**config.mk**
```make
export PLATFORM = sky130hd
export DESIGN_NAME = sjf_srt_ready_scheduler_unit
export DESIGN_NICKNAME = d
export VERILOG_FILES = /design/src/sv/srs_pkg.sv /design/src/sv/srs_datapath.sv /design/src/sv/srs_ctrl.sv /design/src/sv/sjf_srt_ready_scheduler_unit.sv
export VERILOG_INCLUDE_DIRS = /design/src /design/src/sv
export SDC_FILE = /design/constraint.sdc
export NUM_CORES = 2
export LEC_CHECK = 0
export ABC_CLOCK_PERIOD_IN_PS = 9900
export BUFFER_PORTS_ARGS = -buffer_cell sky130_fd_sc_hd__buf_4
export CORE_MARGIN = 2
export CORE_UTILIZATION = 50
export DETAILED_ROUTE_END_ITERATION = 10
export GPL_TIMING_DRIVEN = 0
export PLACE_DENSITY = 0.69
export SYNTH_ARGS = -nofsm -noshare
export SYNTH_HDL_FRONTEND = slang
export SYNTH_SLANG_ARGS = --single-unit
```
**constraint.sdc**
```tcl
create_clock -name clk -period 9.9 [get_ports clk]
set_input_delay 1.98 -clock clk [delete_from_list [all_inputs] [get_ports clk]]
set_output_delay 1.98 -clock clk [all_outputs]
set_load 0.005 [all_outputs]
```
**src/sv/sjf_srt_ready_scheduler_unit_assert.svh**
```systemverilog
// Assertion macros for the ready-table scheduler.
`ifndef SJF_SRT_READY_SCHEDULER_UNIT_ASSERT_SVH
`define SJF_SRT_READY_SCHEDULER_UNIT_ASSERT_SVH
// Implication checked on every clock edge outside reset.
`define SRS_ASSERT_IMP(lbl, ante, cons) \
  lbl: assert property (@(posedge clk) disable iff (rst) (ante) |-> (cons)) \
    else $error("assertion failed");
// Next-cycle implication checked outside reset.
`define SRS_ASSERT_NXT(lbl, ante, cons) \
  lbl: assert property (@(posedge clk) disable iff (rst) (ante) |=> (cons)) \
    else $error("assertion failed");
`endif

```
**src/sv/srs_pkg.sv**
```systemverilog
// Package: types, constants and helpers of the ready-table scheduler.
`default_nettype none
package srs_pkg;
  localparam int unsigned READY_DEPTH_DEF = 32;

  localparam logic [1:0] POL_FIFO = 2'd0;
  localparam logic [1:0] POL_SJF  = 2'd1;
  localparam logic [1:0] POL_SRT  = 2'd2;

  localparam logic [1:0] ACT_NONE     = 2'd0;
  localparam logic [1:0] ACT_DISPATCH = 2'd1;
  localparam logic [1:0] ACT_PREEMPT  = 2'd2;
  localparam logic [1:0] ACT_DROP     = 2'd3;

  localparam logic REG_POLICY = 1'b0;
  localparam logic REG_WEIGHT = 1'b1;

  // tail write sources
  localparam logic [1:0] PUSH_IN   = 2'd0;
  localparam logic [1:0] PUSH_RUN  = 2'd1;
  localparam logic [1:0] PUSH_TAKE = 2'd2;

  // result payload sources
  localparam logic [1:0] SRC_ZERO = 2'd0;
  localparam logic [1:0] SRC_IN   = 2'd1;
  localparam logic [1:0] SRC_TAKE = 2'd2;

  typedef struct packed {
    logic        cmd;
    logic [15:0] task_id;
    logic [31:0] estimate_in;
    logic [23:0] actual_burst;
    logic        requeue;
  } in_item_t;

  typedef struct packed {
    logic [1:0]  action;
    logic [15:0] chosen_id;
    logic [31:0] chosen_estimate;
    logic [5:0]  ready_count;
  } out_item_t;

  // Datapath commands from the controller.
  typedef struct packed {
    logic push;       // write push_sel entry at tail, count++
    logic [1:0] push_sel; // PUSH_IN, PUSH_RUN (updated), PUSH_TAKE
    logic scan_start; // clear best index, start scan pointer at 0
    logic scan_step;  // compare entry at scan pointer, advance
    logic rd_best;    // read best entry into take register
    logic shift_start;
    logic shift_step; // move entry ptr+1 to ptr
    logic shift_done; // count--
    logic pick_tail;  // best = count-1
    logic upd_start;  // start estimate multiply
    logic run_from_take;
    logic run_from_pend;
    logic pend_from_take;
    logic run_clear;
    logic pend_clear;
    logic [1:0] out_act;
    logic [1:0] out_src; // SRC_ZERO, SRC_IN, SRC_TAKE
    logic out_load;
  } dp_cmd_t;

  typedef struct packed {
    logic count_full;  // count >= depth
    logic count_over;  // count > depth
    logic count_zero;
    logic scan_done;
    logic shift_done;
    logic upd_done;
    logic take_lt_run; // take est < running est
    logic running_valid;
    logic pending_valid;
  } dp_sts_t;
endpackage
`default_nettype wire

```
**src/sv/srs_datapath.sv**
```systemverilog
// Datapath: ready table memory, scan/compact pointers, running/pending regs.
`default_nettype none
module srs_datapath #(
  parameter int unsigned READY_DEPTH = srs_pkg::READY_DEPTH_DEF,
  localparam int unsigned AW = $clog2(READY_DEPTH + 1),
  localparam int unsigned CW = $clog2(READY_DEPTH + 2)
) (
  input  wire logic                 clk,
  input  wire logic                 rst,
  input  wire srs_pkg::in_item_t    item,
  input  wire logic [1:0]           policy,
  input  wire logic [8:0]           weight,
  input  wire srs_pkg::dp_cmd_t     cmd,
  output srs_pkg::dp_sts_t          sts,
  output srs_pkg::out_item_t        result
);
  logic [47:0] mem [READY_DEPTH + 1];
  logic [CW-1:0] count;
  logic [AW-1:0] ptr, best;
  logic [47:0] rd_data, take;
  logic [31:0] best_est;
  logic        rd_phase;
  logic [15:0] run_id, pend_id;
  logic [31:0] run_est, pend_est;
  logic        run_vld, pend_vld;
  logic [31:0] upd_est;
  logic [40:0] prod_a, prod_b;
  logic [1:0]  upd_cnt;
  logic [47:0] wr_data;
  logic [AW-1:0] wr_addr, rd_addr;
  logic        wr_en;
  logic        use_est;
  logic [8:0]  w_sat;

  assign use_est = (policy == srs_pkg::POL_SJF) || (policy == srs_pkg::POL_SRT);
  assign w_sat = (weight > 9'd256) ? 9'd256 : weight;

  always_comb begin
    wr_en = 1'b0;
    wr_addr = count[AW-1:0];
    wr_data = {item.task_id, item.estimate_in};
    if (cmd.push) begin
      wr_en = 1'b1;
      case (cmd.push_sel)
        srs_pkg::PUSH_RUN: wr_data = {run_id, use_est ? upd_est : run_est};
        srs_pkg::PUSH_TAKE: wr_data = take;
        default: wr_data = {item.task_id, item.estimate_in};
      endcase
    end else if (cmd.shift_step && rd_phase) begin
      wr_en = 1'b1;
      wr_addr = ptr;
      wr_data = rd_data;
    end
  end

  // read address: scan pointer, shift source, or best
  always_comb begin
    if (cmd.rd_best) rd_addr = best;
    else if (cmd.shift_step) rd_addr = ptr + AW'(1);
    else rd_addr = ptr;
  end

  always_ff @(posedge clk) begin
    if (wr_en) mem[wr_addr] <= wr_data;
    rd_data <= mem[rd_addr];
  end

  always_ff @(posedge clk) begin
    if (rst) begin
      count <= '0; ptr <= '0; best <= '0; rd_phase <= 1'b0;
      run_vld <= 1'b0; pend_vld <= 1'b0; upd_cnt <= '0;
      run_id <= '0; run_est <= '0; pend_id <= '0; pend_est <= '0;
    end else begin
      if (cmd.push) count <= count + CW'(1);
      if (cmd.shift_done) count <= count - CW'(1);
      if (cmd.pick_tail) best <= AW'(count - CW'(1));
      if (cmd.scan_start) begin
        best <= '0; ptr <= '0; rd_phase <= 1'b0;
      end
      if (cmd.scan_step) begin
        // phase 0 issues read, phase 1 compares
        rd_phase <= ~rd_phase;
        if (rd_phase) begin
          if (ptr == '0) best_est <= rd_data[31:0];
          else if (use_est && rd_data[31:0] < best_est) begin
            best <= ptr; best_est <= rd_data[31:0];
          end
          ptr <= ptr + AW'(1);
        end
      end
      if (cmd.rd_best) take <= mem[best];
      if (cmd.shift_start) begin
        ptr <= best; rd_phase <= 1'b0;
      end
      if (cmd.shift_step) begin
        rd_phase <= ~rd_phase;
        if (rd_phase) ptr <= ptr + AW'(1);
      end
      // 9x32 products: old-estimate term first, burst term once item is held
      if (cmd.upd_start) begin
        upd_cnt <= 2'd2;
        prod_a <= '0;
        prod_b <= 41'(9'd256 - w_sat) * 41'(run_est);
      end else if (upd_cnt != 2'd0) begin
        upd_cnt <= upd_cnt - 2'd1;
        if (upd_cnt == 2'd2)
          prod_a <= 41'(w_sat) * 41'({item.actual_burst, 8'h0});
        else
          upd_est <= 32'((prod_a + prod_b) >> 8);
      end
      if (cmd.run_from_take) begin
        run_id <= take[47:32]; run_est <= take[31:0]; run_vld <= 1'b1;
      end
      if (cmd.run_from_pend) begin
        run_id <= pend_id; run_est <= pend_est; run_vld <= 1'b1;
      end
      if (cmd.run_clear) run_vld <= 1'b0;
      if (cmd.pend_from_take) begin
        pend_id <= take[47:32]; pend_est <= take[31:0]; pend_vld <= 1'b1;
      end
      if (cmd.pend_clear) pend_vld <= 1'b0;
    end
  end

  always_ff @(posedge clk) begin
    if (cmd.out_load) begin
      result.action <= cmd.out_act;
      case (cmd.out_src)
        srs_pkg::SRC_IN: begin
          result.chosen_id <= item.task_id;
          result.chosen_estimate <= item.estimate_in;
        end
        srs_pkg::SRC_TAKE: begin
          result.chosen_id <= take[47:32];
          result.chosen_estimate <= take[31:0];
        end
        default: begin
          result.chosen_id <= '0;
          result.chosen_estimate <= '0;
        end
      endcase
      // a tail write in the same cycle counts toward the reported fill
      result.ready_count <= cmd.push ? 6'(count + CW'(1)) : 6'(count);
    end
  end

  always_comb begin
    sts.count_full = (count >= CW'(READY_DEPTH));
    sts.count_over = (count > CW'(READY_DEPTH));
    sts.count_zero = (count == '0);
    sts.scan_done = (CW'(ptr) >= count);
    sts.shift_done = (CW'(ptr) + CW'(1) >= count);
    sts.upd_done = (upd_cnt == 2'd0);
    sts.take_lt_run = (take[31:0] < run_est);
    sts.running_valid = run_vld;
    sts.pending_valid = pend_vld;
  end
endmodule
`default_nettype wire

```
**src/sv/srs_ctrl.sv**
```systemverilog
// Controller state machine of the ready-table scheduler.
`default_nettype none
module srs_ctrl (
  input  wire logic              clk,
  input  wire logic              rst,
  input  wire logic              in_fire,
  input  wire srs_pkg::in_item_t item,
  input  wire logic [1:0]        policy,
  input  wire srs_pkg::dp_sts_t  sts,
  input  wire logic              out_taken,
  output srs_pkg::dp_cmd_t       cmd,
  output logic                   busy,
  output logic                   out_full
);
  localparam logic [3:0] S_IDLE  = 4'd0;
  localparam logic [3:0] S_ADD   = 4'd1;
  localparam logic [3:0] S_SCAN  = 4'd2;
  localparam logic [3:0] S_TAKE  = 4'd3;
  localparam logic [3:0] S_SHIFT = 4'd4;
  localparam logic [3:0] S_DECIDE= 4'd5;
  localparam logic [3:0] S_UPD   = 4'd6;
  localparam logic [3:0] S_END   = 4'd7;
  localparam logic [3:0] S_END2  = 4'd8;
  localparam logic [3:0] S_OUT   = 4'd9;
  localparam logic [3:0] S_TAKE0 = 4'd10;

  logic [3:0] state, state_next;
  logic       is_add, is_add_next, tail_drop, tail_drop_next;
  logic       took, took_next;
  logic       full, full_next;
  logic       out_hold;

  assign busy = (state != S_IDLE);
  assign out_full = full;
  // previous result still waiting: no new load yet
  assign out_hold = full && !out_taken;

  always_ff @(posedge clk) begin
    if (rst) begin
      state <= S_IDLE; is_add <= 1'b0; tail_drop <= 1'b0; full <= 1'b0;
      took <= 1'b0;
    end else begin
      state <= state_next; is_add <= is_add_next;
      tail_drop <= tail_drop_next; full <= full_next;
      took <= took_next;
    end
  end

  always_comb begin
    cmd = '0;
    state_next = state;
    is_add_next = is_add;
    tail_drop_next = tail_drop;
    took_next = took;
    full_next = full && !out_taken;
    unique case (state)
      S_IDLE: begin
        if (in_fire) begin
          is_add_next = !item.cmd;
          took_next = 1'b0;
          state_next = item.cmd ? S_UPD : S_ADD;
          if (item.cmd) cmd.upd_start = 1'b1;
        end
      end
      S_ADD: begin
        if (sts.count_full) begin
          if (!out_hold) begin
            cmd.out_load = 1'b1; cmd.out_act = srs_pkg::ACT_DROP;
            cmd.out_src = srs_pkg::SRC_IN; state_next = S_OUT;
          end
        end else begin
          cmd.push = 1'b1;
          if (!sts.running_valid || policy == srs_pkg::POL_SRT) begin
            cmd.scan_start = 1'b1; state_next = S_SCAN;
          end else begin
            state_next = S_DECIDE;
          end
        end
      end
      S_UPD: if (sts.upd_done) state_next = S_END;
      S_END: begin
        if (sts.running_valid) begin
          if (item.requeue) begin
            cmd.push = 1'b1; cmd.push_sel = srs_pkg::PUSH_RUN;
          end
          cmd.run_clear = 1'b1;
        end
        state_next = S_END2;
      end
      S_END2: begin
        tail_drop_next = 1'b0;
        if (sts.pending_valid) begin
          cmd.run_from_pend = 1'b1; cmd.pend_clear = 1'b1;
          if (sts.count_over) begin
            cmd.pick_tail = 1'b1; tail_drop_next = 1'b1; state_next = S_TAKE0;
          end else state_next = S_DECIDE;
        end else if (!sts.running_valid && !sts.count_zero) begin
          cmd.scan_start = 1'b1; state_next = S_SCAN;
        end else state_next = S_DECIDE;
      end
      S_SCAN: begin
        if (sts.scan_done) begin
          took_next = 1'b1; state_next = S_TAKE0;
        end else cmd.scan_step = 1'b1;
      end
      S_TAKE0: begin
        cmd.rd_best = 1'b1; state_next = S_TAKE;
      end
      S_TAKE: begin
        cmd.shift_start = 1'b1; state_next = S_SHIFT;
      end
      S_SHIFT: begin
        if (sts.shift_done) begin
          cmd.shift_done = 1'b1; state_next = S_DECIDE;
        end else cmd.shift_step = 1'b1;
      end
      S_DECIDE: begin
        if (!out_hold) begin
          cmd.out_load = 1'b1; state_next = S_OUT;
          if (tail_drop) begin
            cmd.out_act = srs_pkg::ACT_DROP; cmd.out_src = srs_pkg::SRC_TAKE;
            tail_drop_next = 1'b0;
          end else if (is_add && sts.running_valid
                       && policy == srs_pkg::POL_SRT) begin
            if (!sts.pending_valid && sts.take_lt_run) begin
              cmd.out_act = srs_pkg::ACT_PREEMPT; cmd.out_src = srs_pkg::SRC_TAKE;
              cmd.pend_from_take = 1'b1;
            end else begin
              // losing candidate goes back to the tail
              cmd.push = 1'b1; cmd.push_sel = srs_pkg::PUSH_TAKE;
            end
          end else if (!sts.running_valid && took) begin
            cmd.out_act = srs_pkg::ACT_DISPATCH; cmd.out_src = srs_pkg::SRC_TAKE;
            cmd.run_from_take = 1'b1;
          end
        end
      end
      S_OUT: begin
        full_next = 1'b1; state_next = S_IDLE;
      end
      default: state_next = S_IDLE;
    endcase
  end
endmodule
`default_nettype wire

```
**src/sv/sjf_srt_ready_scheduler_unit.sv**
```systemverilog
// Top level: ready-table scheduler, FIFO / SJF / preemptive SRT policies.
`default_nettype none
// One transaction in, one result out, handled one at a time. A transaction
// is accepted whenever the controller is idle, even while the previous
// result still waits in the output register; the new result is held back
// until that register is taken. An add that dispatches or is checked for
// preemption first scans the table for the chosen entry, reads it, then
// compacts the entries behind it; a burst end that dispatches runs the
// registered estimate multiply before those steps. The scan reads one
// entry at a time through the registered read port of the table memory;
// FIFO always takes the head, so every entry behind it is moved. The next
// transaction can be accepted in the same cycle that out_valid rises, even
// while out_ready is low.
`include "sjf_srt_ready_scheduler_unit_assert.svh"
module sjf_srt_ready_scheduler_unit #(
  parameter int unsigned READY_DEPTH = srs_pkg::READY_DEPTH_DEF
) (
  input  wire logic               clk,
  input  wire logic               rst,
  input  wire logic               in_valid,
  output logic                    in_ready,
  input  wire srs_pkg::in_item_t  in_data,
  output logic                    out_valid,
  input  wire logic               out_ready,
  output srs_pkg::out_item_t      out_data,
  input  wire logic               cfg_we,
  input  wire logic               cfg_index,
  input  wire logic [8:0]         cfg_data
);
  logic [1:0] policy;
  logic [8:0] weight;
  srs_pkg::in_item_t item;
  srs_pkg::dp_cmd_t cmd;
  srs_pkg::dp_sts_t sts;
  logic busy, in_fire, out_taken;

  always_ff @(posedge clk) begin
    if (rst) begin
      policy <= srs_pkg::POL_FIFO; weight <= 9'd128;
    end else if (cfg_we) begin
      if (cfg_index == srs_pkg::REG_POLICY) policy <= cfg_data[1:0];
      else weight <= cfg_data;
    end
  end

  // accept whenever the controller is idle; a waiting result only delays
  // the load of the next one
  assign in_ready = !busy;
  assign in_fire = in_valid && in_ready;
  assign out_taken = out_valid && out_ready;

  always_ff @(posedge clk) begin
    if (in_fire) item <= in_data;
  end

  srs_ctrl u_ctrl (
    .clk, .rst, .in_fire, .item(in_fire ? in_data : item), .policy, .sts,
    .out_taken, .cmd, .busy, .out_full(out_valid)
  );

  srs_datapath #(.READY_DEPTH(READY_DEPTH)) u_dp (
    .clk, .rst, .item, .policy, .weight, .cmd, .sts, .result(out_data)
  );

  `SRS_ASSERT_IMP(a_no_accept_busy, busy, !in_ready)
  `SRS_ASSERT_NXT(a_fire_busy, in_fire, busy)
  `SRS_ASSERT_NXT(a_out_hold, out_valid && !out_ready, out_valid && $stable(out_data))
endmodule
`default_nettype wire
```
# ---- After elaboration in Yosys (flattened, before gate mapping)
# Memory sizes are Yosys's and may differ from the RTL's. A register that Yosys moved wholly into a read port is not among the register bits.
# Index checks and enable logic that the tools add are counted.
dict set report totals {
  elab_cells 232
  ramBits 1584
  regBits 412
  output_inout_bits 58
  input_bits 89
  memories 1
  latchBits 0
  mem_bits_ro 0
}
dict set report op_classes {
  n_reduce_logical 45
  muxes 112
  n_bitwise 5
  magnitude_cmp 7
  n_addsub 6
  div 0
  n_mul 2
  n_eq_ne 22
  n_shift 0
}
# memory depth word_bits read_ports rd_ports_with_merged_regs write_ports line_no
set mem_list {}
lappend mem_list {u_dp.mem 33 48 2 2 1 srs_datapath.sv:17} ;# logic [47:0] mem [READY_DEPTH + 1];
# cell n
set ops {}
lappend ops {{$pmux W48 S2} 2}
lappend ops {{$mux W32} 5}
lappend ops {{$mux W6} 18}
lappend ops {{$mux W48} 2}
lappend ops {{$mux W40} 2}
lappend ops {{$mux W74} 1}
lappend ops {{$lt A32 B32 Y1} 2}
lappend ops {{$mux W1} 45}
lappend ops {{$mux W4} 11}
lappend ops {{$mul A41 B32 Y40} 1}
lappend ops {{$add A40 B40 Y40} 1}
lappend ops {{$pmux W4 S10} 1}
lappend ops {{$mul A9 B24 Y32} 1}
lappend ops {{$mux W16} 2}
lappend ops {{$mux W3} 10}
lappend ops {{$eq A4 B3 Y1 const B} 4}
lappend ops {{$mux W5} 3}
lappend ops {{$reduce_bool A2 Y1} 7}
lappend ops {{$add A6 B1 Y6 const B} 2}
lappend ops {{$eq A4 B4 Y1 const B} 3}
lappend ops {{$ge A6 B6 Y1} 2}
lappend ops {{$logic_not A6 Y1} 2}
lappend ops {{$reduce_and A2 Y1} 6}
lappend ops {{$reduce_and A4 Y1} 3}
lappend ops {{other kinds (26)} 63}

# ---- Longest topological paths before layout
dict set report depth {
  depth_word 12
  mapped_depth 37
  mapped_depth_nobuf 34
}

# ---- Modules after synthesis
# A second synthesis with hierarchy kept.
dict set report unflattened {
  cells_unflattened 7503
  hier_area_um2 111562.0
}
# mod n_inst seq_area_each_um2 cells_per_inst area_each_um2
set by_module_without_submodules {}
lappend by_module_without_submodules {srs_datapath 1 57875.5 7191 107752.1}
lappend by_module_without_submodules {sjf_srt_ready_scheduler_unit 1 1701.6 206 3060.4}
lappend by_module_without_submodules {srs_ctrl 1 160.2 106 749.5}

# ---- Worst setup path after synthesis
# OpenSTA, ideal clock, no wires.
dict set report synth_timing {
  path_kind {register to register}
  startpoint {register weight[8]}
  endpoint {register u_dp.prod_b[39], data pin}
  t_arrival_ns 8.230
  synth_period_minus_slack_ns 8.489
  stages_incl_launch_ff 31
  setup_slack_ns 1.411
  cell_sequence {dfxtp_1 -> nor2b_1 -> buf_4 -> inv_2 -> clkbuf_1 -> ha_1 -> nand2_1 -> or3_1 -> mux2i_1 -> clkbuf_1 -> nor2_1 -> fa_1 -> fa_1 -> fa_1 -> inv_1 -> fa_1 -> fa_1 -> inv_1 -> fa_1 -> fa_1 -> fa_1 -> ha_1 -> and3_1 -> nand2_1 -> a2111oi_0 -> o21ai_0 -> o2111ai_1 -> o211ai_1 -> o21ai_0 -> a21oi_1 -> xnor2_1}
}
dict set report synth_via {
  elab_chain_len 4
}
# item line_no
set synth_rtl {}
lappend synth_rtl {{start: declaration} sjf_srt_ready_scheduler_unit.sv:31} ;# logic [8:0] weight;
lappend synth_rtl {{start signal: assignment} sjf_srt_ready_scheduler_unit.sv:42} ;# else weight <= cfg_data;
lappend synth_rtl {{$gt A9 B9 Y1} srs_datapath.sv:36} ;# assign w_sat = (weight > 9'd256) ? 9'd256 : weight;
lappend synth_rtl {{$mux W9 (*)} srs_datapath.sv:36}
lappend synth_rtl {{$sub A9 B9 Y10 (*)} srs_datapath.sv:103} ;# prod_b <= 41'(9'd256 - w_sat) * 41'(run_est);
lappend synth_rtl {{$mul A41 B32 Y40 (*)} srs_datapath.sv:103}
lappend synth_rtl {{end signal: assignment} srs_datapath.sv:103}
lappend synth_rtl {{end: declaration} srs_datapath.sv:27} ;# logic [40:0] prod_a, prod_b;
# Mark *: on every way between the ends. The rest lies on a longest branch, timed or not.
# A chain may end at the register's enable or synchronous reset.

# ---- Final worst setup path
# Same ends and word-level chain as after synthesis.

==> impl_metrics.json <==
{
  "internal_power_mw": 24.6,
  "cp_slowest_stage_delay_ns": 0.56,
  "rows": 176,
  "synth_top_area_share": 0.489,
  "synth_top_area_cell": "edfxtp_1",
  "synth_warnings": 0,
  "max_freq_mhz": 105,
  "final_area_um2": 131000,
  "drv_cap": 8,
  "die_area_um2": 236000,
  "cp-start-kind": "flip-flop",
  "top_layer": "met5",
  "switching_share": 0.394,
  "cp.required_ns": 10.48,
  "num_vias": 83679,
  "grt-ovfl-total": 0,
  "powerDensity_nw_per_um2": 310,
  "place_area_um2": 124000,
  "cpMostUsedCell": "fa_1",
  "met1_length_um": 144000,
  "cp-end-kind": "flip-flop",
  "hold_class": "reg2reg",
  "ff_latch_area_um2": 60500,
  "grt_pass1_vias": 82424,
  "fin_crit_sh": 0.963,
  "slowest_stage": "fa_1",
  "drt-initial-drc-count": 13983,
  "p_switching_mw": 16.0,
  "synth-edff-count": 1888,
  "dp_cells": 12187,
  "holdWs_ns": 0.429,
  "p_clk_frac": 0.204,
  "synthCells": 8773,
  "clkSlewWorstSetupHoldPaths_ns": 0.06,
  "period_needed_ns": 9.53,
  "worstMarginPinSlew_ns": 1.64,
  "viasPerCell": 6.64,
  "hold_violations": 0,
  "root_buffer": "clkbuf_16",
  "syn_to_final_growth_pct": 13.1,
  "dp_hpwl_um": 309000,
  "cts_tree": "done",
  "synth_xor_area_frac": 0.0110,
  "fillCellCount": 18206,
  "gp_congestion": 0.976,
  "grtUsageTotal": 0.342,
  "met2_length_um": 172000,
  "vdd_ir_drop_max_v": 0.00200,
  "core_um2": 230000,
  "synthAdderAreaFrac": 0.126,
  "failed_checks": "design-rule violations, max-capacitance violations, max-slew violations",
  "synth_compound_area_frac": 0.0808,
  "slew_violations": 71,
  "yosysMostFrequentCell": "edfxtp_1",
  "finalClockSkew_ns": 0.116,
  "synth_area_um2": 116000,
  "muxShareOfSynthArea": 0.139,
  "clock_latency_ns": 0.93,
  "synthDistinctLibCells": 85,
  "num-nets-final": 10309,
  "relSlewSlack": -0.0919,
  "cts_buffers": 213,
  "critPathKind": "reg2reg",
  "ys_ff_latch": 2076,
  "initial_core_util": 0.504,
  "pwr-share-seq": 0.294,
  "h-tree-depth": 4,
  "antenna_found_initial": 36,
  "drt_pre_antenna_iters": 11,
  "crit_arrival_ns": 10.11,
  "drive_gt1_frac": 0.150,
  "grt_max_degree": 54,
  "comb_power_share": 0.501,
  "setup_violations": 0,
  "port_buffers": 145,
  "grt_pass1_wl_um": 575000,
  "drc": 2,
  "die_height_um": 486,
  "final_cells": 12604,
  "synthTopCellsByCount": "edfxtp_1 (1888), nand2_1 (1166), inv_1 (640)",
  "wl_met3_um": 69300,
  "status": "finished with violations",
  "total_leakage_power_nw": 49.0,
  "post_cts_buffers": 0,
  "ys_async_sr_fraction": 0,
  "synth_ff_type": "edfxtp_1",
  "routed_wirelength_um": 408000,
  "multi_input_area_um2": 51200,
  "finalSetupTns_ns": 0,
  "cts_sinks": 2076,
  "finalPower_mw": 40.6,
  "synth_area_leaders": "edfxtp_1 (49%), mux4_2 (9.3%), fa_1 (9.1%)",
  "cp_max_fo": 10,
  "routedWlPerCell_um": 32.3,
  "antenna_left": 0,
  "seq_area_frac_synth": 0.521,
  "synth_top_family_by_area": "multiplexers",
  "dieWidth_um": 486,
  "io_pins": 147,
  "clk_path_buf_depth": 3,
  "yosys.area_share.simple": 0.0797,
  "avgSynthCellArea_um2": 13.2
}
-- metrics by stage --
| stage | utilization | setup WS (ns) |
|---|---|---|
| detailed placement | 0.538 | -1.05 |
| floorplan | - | 1.41 |
| global route | 0.569 | -0.0501 |
| CTS | 0.569 | 0.157 |
| finish | 0.570 | 0.371 |
| global placement | 0.526 | -2.79 |
-- worst max-delay path, delay by kind of cell, from the launching register on --
kind            cells  cell delay (ns)
flops               1             0.41
mux                 1             0.38
buf+inv             6             1.20
simple gates        6             1.08
xor+xnor            1             0.13
fa+ha+maj          10             4.59
compound gates      6             1.44
-- per-layer routing --
layer  global-route usage  vias to the layer above
li1                     -                    33715
met1                0.446                    42163
met2                0.488                     6535
met3                0.153                     1225
met4                0.157                       41
met5              0.00286                        -
-- state kept, by name, indices dropped and copies added, names as in the netlist, 2 cells and up --
register / count
item: 74
policy: 2
u_ctrl.state: 4
u_dp.best: 6
u_dp.best_est: 32
u_dp.count: 6
u_dp.mem: 1584
u_dp.pend_est: 32
u_dp.pend_id: 16
u_dp.prod_a: 32
u_dp.prod_b: 32
u_dp.ptr: 6
u_dp.rd_data: 48
u_dp.result: 56
u_dp.run_est: 32
u_dp.run_id: 16
u_dp.take: 48
u_dp.upd_cnt: 2
u_dp.upd_est: 32
weight: 9
-- cell usage in the layout (no fill, tap or decap), drive strengths merged, types with 111 or more instances in the layout --
| master | count |
|---|---|
| nor2 | 344 |
| nand2 | 1166 |
| nand4 | 111 |
| and2 | 166 |
| nand3 | 182 |
| fa | 530 |
| buf | 579 |
| o21ai | 162 |
| a221oi | 188 |
| clkbuf | 642 |
| edfxtp | 1888 |
| mux4 | 480 |
| inv | 646 |
| ha | 313 |
| dfxtp | 188 |
| mux2i | 486 |
| a21oi | 309 |
| a32oi | 190 |
-- cell type report --
cell class,count,share of cell area
Clock inverter,116,0.0103
Antenna cell,18,0.000343
Inverter,645,0.0185
Clock buffer,282,0.0446
Multi-Input combinational cell,5502,0.390
Sequential cell,2076,0.461
Timing Repair Buffer,327,0.0268
Tap cell,3026,0.0289
Buffer,612,0.0196
-- final timing paths --
| check | from | to | slack [ns] | cells past startpoint |
|---|---|---|---|---|
| worst min-delay path | u_dp.rd_data[15]$_DFF_P_ | u_dp.best_est[15]$_DFFE_PP_ | 0.43 | 0 |
| worst min register to register | u_dp.rd_data[15]$_DFF_P_ | u_dp.best_est[15]$_DFFE_PP_ | 0.43 | 0 |
| worst max-delay path | weight[8]$_SDFFE_PP0P_ | u_dp.prod_b[39]$_DFFE_PP_ | 0.37 | 30 |
| worst max register to register | weight[8]$_SDFFE_PP0P_ | u_dp.prod_b[39]$_DFFE_PP_ | 0.37 | 30 |
-- cells by family after synthesis --
kind of cell	Yosys count
other cells	2
simple gates	2117
xor+xnor	146
fa+ha+maj	849
compound gates	1322
buf+inv	1258
mux	1003
flops	2076
-- what timing repair did --
item | in CTS | in global routing
setup endpoints to repair | 19 | 8
hold buffers | 0 | 0
resized for setup | 13 | 23
-- power by group through the flow --
stage          clock, mW  sequential, mW  combinational, mW
6_report            8.30            12.0               20.4
5_1_grt             8.63            12.0               22.8
4_1_cts             8.29            11.9               19.9
3_5_place_dp           0            12.1               19.8
3_3_place_gp           0            12.2               19.0
2_1_floorplan          0            11.9               15.0
(Power assumes the default switching activity.)
